### src/bwt_pkg.sv
`timescale 1ns / 1ps
// ----------------------------------------------------------------------------
// bwt_pkg
// Shared types and constants for the brace word tokenizer.
// ----------------------------------------------------------------------------
package bwt_pkg;

    localparam int MAX_LINE  = 1024;
    localparam int MAX_DEPTH = 255;

    localparam int POS_W   = $clog2(MAX_LINE + 1);
    localparam int DEPTH_W = $clog2(MAX_DEPTH + 1);

    localparam int CH_W     = 8;
    localparam int BASE_W   = 16;
    localparam int START_W  = 10;
    localparam int LEN_W    = 11;
    localparam int STATUS_W = 3;
    localparam int ERRPOS_W = 17;

    localparam int OUT_BITS   = START_W + LEN_W + STATUS_W + ERRPOS_W;
    localparam int OUT_DATA_W = ((OUT_BITS + 7) / 8) * 8;

    localparam logic [CH_W-1:0] CH_SPACE = 8'h20;
    localparam logic [CH_W-1:0] CH_TAB   = 8'h09;
    localparam logic [CH_W-1:0] CH_CR    = 8'h0d;
    localparam logic [CH_W-1:0] CH_LF    = 8'h0a;
    localparam logic [CH_W-1:0] CH_HASH  = 8'h23;
    localparam logic [CH_W-1:0] CH_OPEN  = 8'h7b;
    localparam logic [CH_W-1:0] CH_CLOSE = 8'h7d;

    typedef enum logic [STATUS_W-1:0] {
        ST_RUNNING = 3'd0,
        ST_DONE    = 3'd1,
        ST_BRACE   = 3'd2,
        ST_END     = 3'd3,
        ST_DEPTH   = 3'd4,
        ST_LONG    = 3'd5
    } status_t;

    typedef struct packed {
        logic [CH_W-1:0] ch;
        logic            end_of_line;
    } item_t;

    typedef struct packed {
        logic                token_valid;
        logic [START_W-1:0]  token_start;
        logic [LEN_W-1:0]    token_length;
        status_t             status;
        logic [ERRPOS_W-1:0] error_position;
    } result_t;

endpackage

### src/bwt_in_stage.sv
`timescale 1ns / 1ps
// ----------------------------------------------------------------------------
// bwt_in_stage
// Input register: holds one accepted item until the step logic takes it.
// ----------------------------------------------------------------------------
module bwt_in_stage
    import bwt_pkg::*;
(
    input  logic  aclk,
    input  logic  aresetn,
    input  logic  load,
    input  item_t item_in,
    input  logic  take,
    output logic  valid,
    output item_t item_out
);

    logic  valid_reg;
    logic  valid_next;
    item_t item_reg;

    always_comb begin
        valid_next = valid_reg;
        if (load) begin
            valid_next = 1'b1;
        end else if (take) begin
            valid_next = 1'b0;
        end
    end

    always_ff @(posedge aclk) begin
        if (!aresetn) begin
            valid_reg <= 1'b0;
        end else begin
            valid_reg <= valid_next;
        end
    end

    always_ff @(posedge aclk) begin
        if (load) begin
            item_reg <= item_in;
        end
    end

    assign valid    = valid_reg;
    assign item_out = item_reg;

endmodule

### src/bwt_step.sv
`timescale 1ns / 1ps
// ----------------------------------------------------------------------------
// bwt_step
// Line state and the per-byte tokenizer decision, one item per cycle while step is high.
// ----------------------------------------------------------------------------
module bwt_step
    import bwt_pkg::*;
(
    input  logic              aclk,
    input  logic              aresetn,
    input  logic              cfg_we,
    input  logic [BASE_W-1:0] cfg_data,
    input  logic              step,
    input  item_t             item,
    output result_t           result
);

    typedef enum logic [1:0] {
        MODE_BETWEEN,
        MODE_BARE,
        MODE_BRACED,
        MODE_FINISHED
    } mode_t;

    mode_t              mode_reg, mode_next;
    logic [POS_W-1:0]   position_reg, position_next;
    logic [POS_W-1:0]   word_start_reg, word_start_next;
    logic [DEPTH_W-1:0] depth_reg, depth_next;
    logic [BASE_W-1:0]  base_reg;

    logic             is_space;
    logic             err;
    logic             tok;
    status_t          status;
    logic [POS_W-1:0] length;

    assign is_space = (item.ch == CH_SPACE) || (item.ch == CH_TAB) ||
                      (item.ch == CH_CR) || (item.ch == CH_LF);
    assign length   = position_reg - word_start_reg;

    always_comb begin
        mode_next       = mode_reg;
        position_next   = position_reg;
        word_start_next = word_start_reg;
        depth_next      = depth_reg;
        tok             = 1'b0;
        err             = 1'b0;
        status          = ST_RUNNING;
        if (item.end_of_line) begin
            case (mode_reg)
                MODE_BETWEEN: status = ST_DONE;
                MODE_BARE: begin
                    status = ST_DONE;
                    tok    = 1'b1;
                end
                MODE_BRACED: begin
                    status = ST_END;
                    err    = 1'b1;
                end
                default: status = ST_RUNNING;
            endcase
            mode_next       = MODE_BETWEEN;
            position_next   = '0;
            word_start_next = '0;
            depth_next      = '0;
        end else if (mode_reg == MODE_FINISHED) begin
            // bytes after a finish are dropped
        end else if (position_reg >= POS_W'(MAX_LINE)) begin
            status    = ST_LONG;
            err       = 1'b1;
            mode_next = MODE_FINISHED;
        end else begin
            position_next = position_reg + POS_W'(1);
            case (mode_reg)
                MODE_BETWEEN: begin
                    if (is_space) begin
                        mode_next = MODE_BETWEEN;
                    end else if (item.ch == CH_HASH) begin
                        status    = ST_DONE;
                        mode_next = MODE_FINISHED;
                    end else if (item.ch == CH_OPEN) begin
                        depth_next      = DEPTH_W'(1);
                        word_start_next = position_reg + POS_W'(1);
                        mode_next       = MODE_BRACED;
                    end else begin
                        word_start_next = position_reg;
                        mode_next       = MODE_BARE;
                    end
                end
                MODE_BARE: begin
                    if (is_space) begin
                        tok       = 1'b1;
                        mode_next = MODE_BETWEEN;
                    end else if (item.ch == CH_OPEN || item.ch == CH_CLOSE) begin
                        status    = ST_BRACE;
                        err       = 1'b1;
                        mode_next = MODE_FINISHED;
                    end
                end
                default: begin
                    if (item.ch == CH_OPEN) begin
                        if (depth_reg >= DEPTH_W'(MAX_DEPTH)) begin
                            status    = ST_DEPTH;
                            err       = 1'b1;
                            mode_next = MODE_FINISHED;
                        end else begin
                            depth_next = depth_reg + DEPTH_W'(1);
                        end
                    end else if (item.ch == CH_CLOSE) begin
                        // depth is at least one inside braces
                        depth_next = depth_reg - DEPTH_W'(1);
                        if (depth_reg == DEPTH_W'(1)) begin
                            tok       = 1'b1;
                            mode_next = MODE_BETWEEN;
                        end
                    end
                end
            endcase
        end
    end

    always_comb begin
        result.token_valid    = tok;
        result.token_start    = tok ? word_start_reg[START_W-1:0] : '0;
        result.token_length   = tok ? LEN_W'(length) : '0;
        result.status         = status;
        result.error_position = err ? (ERRPOS_W'(base_reg) + ERRPOS_W'(position_reg)) : '0;
    end

    always_ff @(posedge aclk) begin
        if (!aresetn) begin
            mode_reg       <= MODE_BETWEEN;
            position_reg   <= '0;
            word_start_reg <= '0;
            depth_reg      <= '0;
            base_reg       <= '0;
        end else begin
            if (step) begin
                mode_reg       <= mode_next;
                position_reg   <= position_next;
                word_start_reg <= word_start_next;
                depth_reg      <= depth_next;
            end
            if (cfg_we) begin
                base_reg <= cfg_data;
            end
        end
    end

endmodule

### src/bwt_out_stage.sv
`timescale 1ns / 1ps
// ----------------------------------------------------------------------------
// bwt_out_stage
// Result register: holds one finished item until the receiver takes it.
// ----------------------------------------------------------------------------
module bwt_out_stage
    import bwt_pkg::*;
(
    input  logic    aclk,
    input  logic    aresetn,
    input  logic    load,
    input  result_t result_in,
    input  logic    taken,
    output logic    valid,
    output result_t result_out
);

    logic    valid_reg;
    logic    valid_next;
    result_t result_reg;

    always_comb begin
        valid_next = valid_reg;
        if (load) begin
            valid_next = 1'b1;
        end else if (taken) begin
            valid_next = 1'b0;
        end
    end

    always_ff @(posedge aclk) begin
        if (!aresetn) begin
            valid_reg <= 1'b0;
        end else begin
            valid_reg <= valid_next;
        end
    end

    always_ff @(posedge aclk) begin
        if (load) begin
            result_reg <= result_in;
        end
    end

    assign valid      = valid_reg;
    assign result_out = result_reg;

endmodule

### src/brace_word_tokenizer_unit.sv
`timescale 1ns / 1ps
// ----------------------------------------------------------------------------
// brace_word_tokenizer_unit
// Splits a command line, one byte per item, into bare and braced words.
// ----------------------------------------------------------------------------
// usage:
//   s_ side takes one item per cycle: s_tdata[7:0] is the byte, s_tlast
//   marks the end of the line (byte ignored), which also restarts the line.
//   m_ side gives exactly one result item per input item, in order.
//   cfg_valid/cfg_data writes position_base; cfg_ready is always high.
//   write it only while no item is in flight.
// path: input register, step logic, then result register to m_.
// throughput: one item per cycle while m_ is not stalled; the step logic
//   updates the line state (mode, position, word start, depth) per item.
// stall: a held result keeps m_tdata stable; one more item waits in the
//   input register, then s_tready drops until m_tready returns.
// reset: aresetn low clears both stages, the line state and position_base.
// ----------------------------------------------------------------------------
module brace_word_tokenizer_unit
    import bwt_pkg::*;
(
    input  logic                  aclk,
    input  logic                  aresetn,
    input  logic                  s_tvalid,
    output logic                  s_tready,
    input  logic [7:0]            s_tdata,   // ch
    input  logic                  s_tlast,   // end_of_line
    output logic                  m_tvalid,
    input  logic                  m_tready,
    // token_start, token_length, status, error_position, zero fill
    output logic [OUT_DATA_W-1:0] m_tdata,
    output logic                  m_tuser,   // token_valid
    input  logic                  cfg_valid,
    output logic                  cfg_ready,
    input  logic [BASE_W-1:0]     cfg_data   // position_base
);

    item_t   in_item;
    item_t   held_item;
    logic    held_valid;
    logic    advance;
    logic    out_free;
    result_t step_result;
    result_t out_result;

    assign in_item.ch          = s_tdata;
    assign in_item.end_of_line = s_tlast;

    assign out_free = !m_tvalid || m_tready;
    assign advance  = held_valid && out_free;
    assign s_tready = !held_valid || out_free;
    assign cfg_ready = 1'b1;

    bwt_in_stage u_in (
        .aclk     (aclk),
        .aresetn  (aresetn),
        .load     (s_tvalid && s_tready),
        .item_in  (in_item),
        .take     (advance),
        .valid    (held_valid),
        .item_out (held_item)
    );

    bwt_step u_step (
        .aclk     (aclk),
        .aresetn  (aresetn),
        .cfg_we   (cfg_valid && cfg_ready),
        .cfg_data (cfg_data),
        .step     (advance),
        .item     (held_item),
        .result   (step_result)
    );

    bwt_out_stage u_out (
        .aclk       (aclk),
        .aresetn    (aresetn),
        .load       (advance),
        .result_in  (step_result),
        .taken      (m_tready),
        .valid      (m_tvalid),
        .result_out (out_result)
    );

    assign m_tuser = out_result.token_valid;
    assign m_tdata = {(OUT_DATA_W - OUT_BITS)'(0), out_result.error_position,
                      out_result.status, out_result.token_length,
                      out_result.token_start};

`ifndef NO_ASSERTIONS
    // a token ends only on a running or clean end
    a_tok_status: assert property (@(posedge aclk) disable iff (!aresetn)
        (m_tvalid && out_result.token_valid) |->
        (out_result.status == ST_RUNNING || out_result.status == ST_DONE))
        else $error("token with error status");

    // no token fields without a token
    a_tok_zero: assert property (@(posedge aclk) disable iff (!aresetn)
        (m_tvalid && !out_result.token_valid) |->
        (out_result.token_start == '0 && out_result.token_length == '0))
        else $error("token fields set without token");

    // error position only with an error status
    a_err_zero: assert property (@(posedge aclk) disable iff (!aresetn)
        (m_tvalid && (out_result.status == ST_RUNNING ||
                      out_result.status == ST_DONE)) |->
        (out_result.error_position == '0))
        else $error("error position without error");

    // a held item is not dropped while the output stalls
    a_hold: assert property (@(posedge aclk) disable iff (!aresetn)
        (held_valid && !out_free) |=> held_valid)
        else $error("input item lost during stall");
`endif

endmodule

### config.mk
export PLATFORM = sky130hd
export DESIGN_NAME = brace_word_tokenizer_unit
export DESIGN_NICKNAME = d
export VERILOG_FILES = /design/src/bwt_pkg.sv /design/src/bwt_in_stage.sv /design/src/bwt_step.sv /design/src/bwt_out_stage.sv /design/src/brace_word_tokenizer_unit.sv
export SDC_FILE = /design/constraint.sdc
export NUM_CORES = 1
export LEC_CHECK = 0
export ABC_AREA = 1
export BUFFER_PORTS_ARGS = -buffer_cell sky130_fd_sc_hd__buf_2
export CAP_MARGIN = 20
export CORE_MARGIN = 8
export CORE_UTILIZATION = 40
export DETAILED_ROUTE_END_ITERATION = 8
export SYNTH_ARGS = -nofsm -noshare
export SYNTH_HDL_FRONTEND = slang
export SYNTH_SLANG_ARGS = --single-unit
### constraint.sdc
create_clock -name aclk -period 3 [get_ports aclk]
set_input_delay 0.15 -clock aclk [delete_from_list [all_inputs] [get_ports aclk]]
set_output_delay 0.15 -clock aclk [all_outputs]
set_load 0.01 [all_outputs]
Yosys cells after proc, flatten, opt, wreduce, memory -nomap -nowiden
Index checks and enable logic that the tools add are counted.

Register bits: 101. Bits in latches: 0. RAM bits: 0. Memory bits (read-only): 0. Input port bits: 30. Output and inout port bits: 52. Word-level logic and storage cells: 131. Memories kept: 0.

Add/subtract/negate cells: 5. Multipliers: 0. Divide/modulo/power cells: 0. Order comparisons: 2. Eq/ne operators: 22. Shifts and indexed selects: 0. Mux-type cells: 66. Bitwise gates (word level): 0. Reductions and logical operators: 22.

Operator list (number): two-way mux 11 bit (10); two-way mux 8 bit (9); two-way mux 2 bit (13); equality test 8 x 4 -> 1 bit (second input constant) (3); two-way mux 1 bit (21); two-way mux 3 bit (7); adder 16 x 11 -> 17 bit (1); equality test 8 x 6 -> 1 bit (second input constant) (2); equality test 8 x 7 -> 1 bit (second input constant) (2); one-hot mux 8 bit (2 select lines) (1); AND reduction 6 bit (2); nonzero test 6 bit (2); adder 11 x 1 -> 11 bit (second input constant) (1); greater-or-equal comparator 11 bit (second input constant) (1); subtractor 11 bit (1); inequality test 2 bit (second input constant) (5); AND reduction 9 bit (1); adder 8 x 1 -> 8 bit (second input constant) (1); equality test 8 x 1 -> 1 bit (second input constant) (1); greater-or-equal comparator 8 bit (second input constant) (1); one-hot mux 2 bit (2 select lines) (2); subtractor 8 x 1 -> 8 bit (second input constant) (1); logical OR 1 bit (6); inequality test 3 bit (second input constant) (2); other kinds (15) (21).

Longest topological paths before layout
Gate-level depths: netlist of run 1.

Depth after elaboration: 9. Gate-level depth with buffers: 12. Mapped depth without buffers: 12.

Hierarchy
Synthesis of run 1 repeated with hierarchy kept, for this count alone.

Cells, all modules: 756. Area, all modules: 5831.8 sq um.

Modules (own cells, without submodules): bwt_step (times used 1, cells an instance 678, area an instance 4121.5 sq um, seq. area each 960.9 sq um); bwt_out_stage (times used 1, cells an instance 48, area an instance 1305.0 sq um, seq. area each 1281.2 sq um); bwt_in_stage (times used 1, cells an instance 15, area an instance 314.1 sq um, seq. area each 290.3 sq um); brace_word_tokenizer_unit (times used 1, cells an instance 15, area an instance 91.3 sq um, seq. area each 0.0 sq um).

Worst setup path before layout of run 1
OpenSTA, ideal clock, no wires.

Path kind: reg2reg. From: register u_step.position_reg[0]. To: register u_out.result_reg, in the netlist u_out.result_out[26] (data pin). Setup time: 0.267 ns. Arrival: 1.868 ns. Required time: 2.733 ns. Path slack: 0.865 ns. Cell stages (with the launch flop): 9. Path buffers: 1. Clock period less this slack: 2.135 ns. Cell sequence: dfxtp_1 -> buf_2 -> inv_1 -> ha_1 -> fa_1 -> o21ai_0 -> a21oi_1 -> xor2_1 -> a21boi_1.

Word-level cells in the longest chain between the ends: 4. Elaborated cells on any way between the ends: 5. Those cells by class: add/sub: 1; order compare: 1; mux: 3.

Ends and longest elaborated chain: start, declared (line bwt_step.sv:26) `logic [POS_W-1:0] position_reg, position_next;`; start signal, assigned (line bwt_step.sv:140) `position_reg <= position_next;`; greater-or-equal comparator 11 bit (line bwt_step.sv:68) `end else if (position_reg >= POS_W'(MAX_LINE)) begin`; two-way mux 1 bit (line bwt_step.sv:68); two-way mux 1 bit (line bwt_step.sv:66) `end else if (mode_reg == MODE_FINISHED) begin`; two-way mux 1 bit (line bwt_step.sv:49) `if (item.end_of_line) begin`; end signal, assigned (line bwt_out_stage.sv:41) `result_reg <= result_in;`; end, declared (line bwt_out_stage.sv:20) `result_t result_reg;`.

Several ways; a longest one is shown, not always the timed one. A chain may end at the register's enable or synchronous reset.

Worst setup path in the final report of run 1
Ends and elaborated chain as after synthesis.

==> results, run 1 <==
- The worst endpoint data arrival time is 2.43 ns.
- In this run the remaining antenna-violating nets after routing total 0.
- Summed over all nets, the switching power comes to 844.3 uW.
- After detailed routing, the number of remaining DRC violations is 0.
- Counting flops with an async set or reset pin after synthesis yields a share of 0.
- The initial cell density of the core is 0.4035.
- The summed negative setup slack over all endpoints is 0 ns.
- The first routing iteration left 333 violations.
- The number of buffers inserted during clock tree synthesis is 9.
- The clock tree from TritonCTS is done.
- Once the clock tree was built, the setup fixing pass inserted 0 buffers.
- The overall global routing resource usage is 0.1488.
- The placed instances occupy a cell area of 6541 um2.
- The worst-skew pair later-pin latency is 0.36 ns.
- The type of element capturing the critical path is a flip-flop.
- The worst hold path was traced through 3 stages.
- Clock skew on the completed layout was measured at 0.006760 ns.
- The vias after detailed routing is 5,092.
- Derived from the worst setup path, the maximum achievable clock frequency is 429.2 MHz.
- The synthesized netlist occupies a cell area of 6043 um2.
- Of the total power, the share spent switching nets is 0.2491.
- During I/O placement, the number of pins put on the boundary was 82.
- For this block, the routed nets add up to 14.05 mm of wire.
- The die covers 19,300 um2.
- Yosys printed 0 warnings.
- The area growth from synthesis to layout is 15.67%.
- The fraction of power consumed by combinational cells is 0.125.
- The count of endpoints failing hold in the final timing report is 0.
- With fillers left out, the area of the finished cells amounts to 6990 um2.
- The first global-routing pass estimated 23.72 mm of wire.
- The run finished with clean final reports.
- The number of cells on the worst reg-to-reg path is 7.
- The core area is 14,980 um2.
- STA puts the critical path data required time at 3.10 ns.
- The number of antenna violations at the first check in global routing is 0.
- Setup repair after global routing left no endpoint under its margin.
- The pin count of the biggest net entering global routing is 43.
- The total grt overflow is 0.
- After synthesis the netlist holds a flip-flop and latch count of 101.
- The via count of the first global-routing pass came to 4,959.
- Row generation in the floorplan step produced 45 rows.
- The final critical delay including setup and external delays is 2.330 ns.
- Clock-pin slew was measured on the worst setup and hold paths at 0.07 ns.
- The internal power consumption is 2.545 mW.
- The top cell types in the final layout, fill and taps aside, are sky130_fd_sc_hd__nand2_1 (182), sky130_fd_sc_hd__nor2_1 (104), sky130_fd_sc_hd__inv_1 (91).
- Max-cap violations in this run came to 0.
- The post-synthesis cell count is 803.
- The type of the worst min-delay path is input pin to flip-flop.
- Of the total power, registers draw 0.460.
- Leaving out fill and tap cells, the most frequent cell in the layout is sky130_fd_sc_hd__nand2_1.
- At the end of routability-driven placement, the weighted congestion stood at 0.8454.
- Power spread over the standard cell area amounts to 484.8 nW/um2.
- STA classifies the critical path startpoint as a flip-flop.
- In the synthesized netlist the dominant register cell turns out to be sky130_fd_sc_hd__edfxtp_1.
- The portion of the post-synthesis area used by sequential elements is 0.4190.
- The number of search-and-repair iterations in the first detailed-routing pass is 4.
- The share of final-layout standard cells stronger than drive strength 1 is 0.1463.
- The headroom to the max-slew limit is 0.4369.
- In the final design database the tool counted 935 nets.
- The actual slew at the worst max-slew pin is 0.8437 ns.
- The half-perimeter wire length after placement is 10.28 mm.
- The die outline width is 138.9 um.
- In this run, synthesis inferred 51 flip-flops with an integrated enable.
- The tree is rooted in a sky130_fd_sc_hd__clkbuf_16.
- The vias per cell is 4.759.
- The die is 138.9 um tall.
- The depth of the CTS H-tree is 3.
- The number of library cell types mapped by synthesis is 43.
- Of all nets on the critical path, the largest fanout is 11.
- The power share of the clock group is 0.415.
- The count of antenna diodes in the layout is 0.
- The clock passes through at most 2 buffers.
- In this run the static leakage power is 3.227 nW.
- Dividing the detail-routed wire length by the instance count gives 13.13 um.
- The final number of max-transition violations was 0.
- For this design, the sink count on the clock tree is 101.
- The final period utilization is 0.7766.
- The flip-flop count of the largest register, all copies and words added is 42.
- The setup path with the least slack is of type flip-flop to flip-flop.
- The maximum VDD drop is 231.0 uV.
- Setup violations remaining at the end of the flow were counted as 0.
- Port buffering added 73 buffers.
- The post-synthesis area per instance is 7.526 um2.
==> through the flow <==
stage	total power [mW]	cells	setup slack [ns]	util	hold WS [ns]
after global placement	2.008	1045	0.6846	0.4368	0.3259
after detailed placement	2.009	1045	0.6633	0.4368	0.3281
after global routing	3.531	1070	0.4308	0.4668	0.02251
after floorplan	1.894	809	0.8648	-	0.2489
final	3.389	1070	0.6701	0.4668	0.01782
after CTS	3.421	1070	0.6515	0.4668	0.009604
==> routing by layer <==
| metal | track usage | share of wire | up-vias |
|---|---|---|---|
| met2 | 0.2501 | 0.46 | 76 |
| met3 | 0.03718 | 0.038 | 12 |
| met1 | 0.1852 | 0.49 | 2270 |
| met5 | 0 | 0 | - |
| li1 | - | - | 2734 |
| met4 | 0.04275 | 0.013 | 0 |
==> final cells by class <==
cell class,instances,area (um2)
timing repair buffer,92,530.5
sequential,101,2532
clock buffer,11,254.0
clock inverter,5,105.1
tap,188,235.2
inverter,104,390.4
fill,1538,7986
multi-input combinational,569,2943
==> timing repair <==
action / 4_1_cts / 5_1_grt
endpoints found under the hold margin: 9 / 0
hold buffers: 9 / 0
gates resized for setup: 0 / 0
endpoints found under the setup margin: 0 / 0
==> worst max-delay path, cell delays in order, from the launching register on <==
cell and delay [ns]:
sky130_fd_sc_hd__dfxtp_1 0.51, sky130_fd_sc_hd__inv_1 0.15, sky130_fd_sc_hd__ha_1 0.24, sky130_fd_sc_hd__fa_1 0.42, sky130_fd_sc_hd__o21ai_0 0.34, sky130_fd_sc_hd__a21oi_1 0.13
sky130_fd_sc_hd__xor2_1 0.15, sky130_fd_sc_hd__a21boi_1 0.12
==> logic make-up (layout without fill, tap and decap cells) <==
family                   count (synthesis)  count (layout)  share of synthesized area
AND/OR/NAND/NOR                        375             375                     0.2658
buffers and inverters                  139             212                    0.09772
AO/OA/AOI/OAI                          132             132                     0.1180
flip-flops                             101             101                     0.4190
adder cells (fa/ha/maj)                 28              28                    0.06046
XOR/XNOR                                26              26                    0.03768
other                                    2               8                   0.001243
==> power groups by stage <==
stage,Clock [mW],Combinational [mW],Sequential (mW)
2_1_floorplan,0,0.298,1.60
3_3_place_gp,0,0.418,1.59
3_5_place_dp,0,0.418,1.59
4_1_cts,1.43,0.429,1.56
5_1_grt,1.48,0.484,1.57
6_report,1.41,0.424,1.56
==> worst paths after layout <==
path / from / end / slack (ns)
setup / recovery: u_step.position_reg[0] / u_out.result_out[26] / 0.67
hold / removal: cfg_data[10] / u_step.base_reg[10] / 0.02
setup reg to reg: u_step.position_reg[0] / u_out.result_out[26] / 0.67
hold reg to reg: u_step.base_reg[14] / u_step.base_reg[14] / 0.48
==> synth_stat cells (4+ instances only) <==
cell type / instances / area (um2)
sky130_fd_sc_hd__inv_2: 11 / 41.29
sky130_fd_sc_hd__xnor2_1: 6 / 52.55
sky130_fd_sc_hd__clkbuf_1: 10 / 37.54
sky130_fd_sc_hd__nand2_2: 7 / 43.79
sky130_fd_sc_hd__buf_4: 8 / 60.06
sky130_fd_sc_hd__dfxtp_1: 50 / 1001
sky130_fd_sc_hd__xor2_1: 20 / 175.2
sky130_fd_sc_hd__buf_2: 13 / 65.06
sky130_fd_sc_hd__edfxtp_1: 51 / 1531
sky130_fd_sc_hd__o21ai_0: 38 / 190.2
sky130_fd_sc_hd__a21oi_1: 72 / 360.4
sky130_fd_sc_hd__nor2_1: 104 / 390.4
sky130_fd_sc_hd__nor3_1: 4 / 20.02
sky130_fd_sc_hd__ha_1: 26 / 325.3
sky130_fd_sc_hd__nand2_1: 182 / 683.2
sky130_fd_sc_hd__nand4_1: 19 / 118.9
sky130_fd_sc_hd__a21oi_2: 5 / 43.79
sky130_fd_sc_hd__inv_1: 91 / 341.6
sky130_fd_sc_hd__nand3_1: 45 / 225.2
No activity file was read; power rests on OpenSTA's default activity.
==> run 2: changes to the inputs <==
Settings changed: ABC_AREA 1 to 0.
Clock period 3 ns to 2.3 ns, I/O delays scaled along.
==> results, run 2 <==
- The initial cell density of the core is 0.4082.
- The first-iteration detailed-routing DRC count is 264.
- The worst register-to-register path begins at u_in.item_out[7].
- In this design, the stage delay of the slowest critical-path cell is 0.55 ns.
- The number of I/O port buffers is 73.
- Summing every instance area after synthesis gives 5667 um2.
- Setup repair after global routing could not meet its margin everywhere.
- In this run the static leakage power is 2.854 nW.
- In this run the tightest slew margin relative to its limit is 0.6367.
- By area the synthesized netlist is led by sky130_fd_sc_hd__edfxtp_1 (27%), sky130_fd_sc_hd__dfxtp_1 (18%), sky130_fd_sc_hd__nor2_1 (5.8%).
- The maximum VDD drop is 522.3 uV.
- The remaining antenna violation count is 0.
- Buffers inserted during clock tree synthesis total 9.
- Counting flops with a built-in enable in the synthesized netlist gives 51.
- Dividing the final minimum period by the clock period gives 1.035.
- For this run, asynchronously set or reset flops after synthesis account for 0.
- The synthesis-stage register bit count is 101.
- Walking the worst path, the cells encountered are or4_4 > or4_4 > buf_6 > and3_4 > a21boi_4 > buf_6 > a32oi_2 > o31ai_2.
- The cell type with the highest aggregate area in the netlist is sky130_fd_sc_hd__edfxtp_1.
- The clock slew seen by the registers of the worst setup and hold paths is 0.07 ns.
- The number of antenna violations at the first check in global routing came to 0.
- At the later pin of the worst-skew pair, clock insertion delay measures 0.35 ns.
- The final setup violation count is 8.
- The via count of the first global-routing pass was 4,840.
- Detailed placement finished with a half-perimeter wire length of 10.24 mm.
- CTS placed an instance of sky130_fd_sc_hd__clkbuf_16 at the clock tree root.
- The count of max-cap constraint violations is 0.
- The commonest cells after synthesis are sky130_fd_sc_hd__nor2_1 (88), sky130_fd_sc_hd__edfxtp_1 (51), sky130_fd_sc_hd__dfxtp_1 (50).
- TritonCTS built the clock tree.
- The final number of max-transition violations is 0.
- The vias per cell is 5.303.
- For this run, design rule violations remaining after detail routing come to 0.
- The type of element capturing the critical path is a flip-flop.
- The count of antenna diodes in the layout is 0.
- In the final layout, flip-flops and latches occupy 2539 um2.
- After detailed routing, the average wire length per cell comes to 15.59 um.
- The global-route wire length before repair is 22.87 mm.
- At the placement stage, the worst setup path has a slack of -0.05082 ns.
- The final critical delay including setup and external delays is 2.381 ns.
- The power density of the placed cells is 522.0 nW/um2.
- The launching element type of the critical path is a flip-flop.
- The run finished, with violations left.
- The peak clock frequency supported by timing is 420.0 MHz.
- The most used flip-flop cell after synthesis is sky130_fd_sc_hd__edfxtp_1.
- After floorplanning, the core was divided into 43 placement rows.
- The maximum fanout encountered on the critical timing path is 5.
- The number of library cell types mapped by synthesis is 71.
- The path class of the tightest hold or removal check is input pin to flip-flop.
- The footprint of the multi-input gates is 3144 um2.
- The number of search-and-repair iterations in the first detailed-routing pass is 4.
- By startpoint and endpoint, the worst setup path is classified as flip-flop to flip-flop.
- The portion of the post-synthesis area used by sequential elements is 0.4469.
- The routed layout has 4,799 vias.
- The library cell used most frequently in the layout, excluding fill and tap cells, is sky130_fd_sc_hd__nor2_1.
- The startpoint of the worst hold path is cfg_data[11].
- The number of nets in the finished design is 778.
- The post-synthesis cell count is 594.
- The overall die area is 18,230 um2.
- Averaged over all synthesized cells, the footprint is 9.540 um2.
- In the final layout, the share of cells above drive strength 1 is 0.2759.
- On the critical path, the stage with the largest delay is an instance of sky130_fd_sc_hd__or4_4.
- The pin count of the biggest net entering global routing is 31.
- For the worst setup path, the data arrival time is 2.64 ns.
- The critical path required time is 2.56 ns.
- Of the post-synthesis cell area, the dominant cell type holds 0.2703.
- The final-layout worst hold slack is 0.01156 ns.
- CTS saw 101 sinks.
- For this run, the total global-route usage over all layers was measured as 0.1548.
- The final routed wirelength across all metal layers is 14.11 mm.
- The count of endpoints failing hold in the final timing report was 0.
- The H-tree was split into 3 levels.
- In this run the horizontal extent of the chip is 135.0 um.
- The checks that failed: setup timing.
- The register with the most flip-flops in the layout has 42 of them.
- The total grt overflow is 0.
- In this run the vertical extent of the chip is 135.0 um.
- In the post-synthesis netlist, the cell with the most instances is sky130_fd_sc_hd__nor2_1.
- After layout, the worst setup slack is -0.08079 ns.
- The total number of yosys warnings is 0.
- The floorplan step defined a core boundary enclosing 13,880 um2.
- Fill cells in the final layout number 1,256.
- Routability-driven placement finished with a final weighted congestion of 0.8449.
- Compared with the post-synthesis result, the final layout area differs by 27.62%.
- 82 I/O pins were placed.
- The buffer levels on the longest clock path is 2.
- The worst setup path startpoint is u_in.item_out[7].
- Clock skew on the completed layout was measured at 0.009742 ns.
- The actual slew at the worst max-slew pin is 0.5392 ns.
- The top cell types in the final layout, fill and taps aside, are sky130_fd_sc_hd__nor2_1 (75), sky130_fd_sc_hd__buf_2 (73), sky130_fd_sc_hd__edfxtp_1 (51).
run 2: cell count changes after synthesis, moves of 11 or more:
cell,before,now
sky130_fd_sc_hd__nor2_1,104,88
sky130_fd_sc_hd__inv_1,91,22
sky130_fd_sc_hd__nand2_1,182,45
sky130_fd_sc_hd__nand4_1,19,7
sky130_fd_sc_hd__o21ai_0,38,23
sky130_fd_sc_hd__a21oi_1,72,28
sky130_fd_sc_hd__mux2i_1,0,27
sky130_fd_sc_hd__nand3_1,45,15
sky130_fd_sc_hd__buf_2,13,2
sky130_fd_sc_hd__inv_2,11,0
run 2: power by group:
group	switching, mW	internal, mW	total [mW]
clock	0.666	0.731	1.40
sequential	0.0371	1.95	1.99
combinational	0.220	0.172	0.392
run 2: area by class of cell:
| type | count | share of cell area |
|---|---|---|
| Clock buffer | 10 | 0.03166 |
| Clock inverter | 6 | 0.005363 |
| Inverter | 23 | 0.01211 |
| Multi-Input combinational cell | 444 | 0.4348 |
| Sequential cell | 101 | 0.3510 |
| Tap cell | 180 | 0.03114 |
| Timing Repair Buffer | 141 | 0.1339 |
run 2: timing repair:
action	CTS	global route
resized for setup	6	49
hold buffers	12	0
buffers inserted	3	6
setup endpoints to repair	19	55
pin swaps	6	13
endpoints found under the hold margin	12	0
cloned	1	3
run 2: stage by stage:
step | setup TNS [ns] | total power [mW] | cells | instance area (um2) | util
2_1_floorplan | 0 | 2.246 | 600 | 5723 | -
3_3_place_gp | -0.05810 | 2.358 | 864 | 6474 | 0.4664
3_5_place_dp | -0.4162 | 2.367 | 864 | 6474 | 0.4664
4_1_cts | -0.08912 | 3.788 | 896 | 6915 | 0.4982
5_1_grt | -1.549 | 3.927 | 905 | 7232 | 0.5210
6_report | -0.3958 | 3.775 | 905 | 7232 | 0.5210
run 2: worst paths after layout:
check	end	slack, ns	cells past startpoint
min	u_step.base_reg[11]	0.01	3
min reg2reg	u_step.word_start_reg[2]	0.46	2
max reg2reg	u_step.depth_reg[5]	-0.08	8
max	u_step.depth_reg[5]	-0.08	8
run 2: logic make-up after synthesis:
family | share of synthesized area
and+or+nand+nor | 0.2003
AOI/OAI and AO/OA | 0.1486
DFF | 0.4469
buffers and inverters | 0.04747
adders and majority gates | 0.06447
xor gates and xnor gates | 0.04328
muxes | 0.04769
other | 0.001325
run 2: worst max-delay path: cells and delay by family (launching register included):
| kind | cells | cell delay (ns) |
|---|---|---|
| AND/OR/NAND/NOR | 3 | 1.20 |
| AO/OA/AOI/OAI | 3 | 0.44 |
| flip-flops | 1 | 0.38 |
| buffers and inverters | 2 | 0.28 |
run 2: metal layers:
metal | share of wire | global-route usage
met1 | 0.43 | 0.1766
met2 | 0.52 | 0.2801
met3 | 0.039 | 0.02526
met5 | 0 | 0
met4 | 0.013 | 0.06354
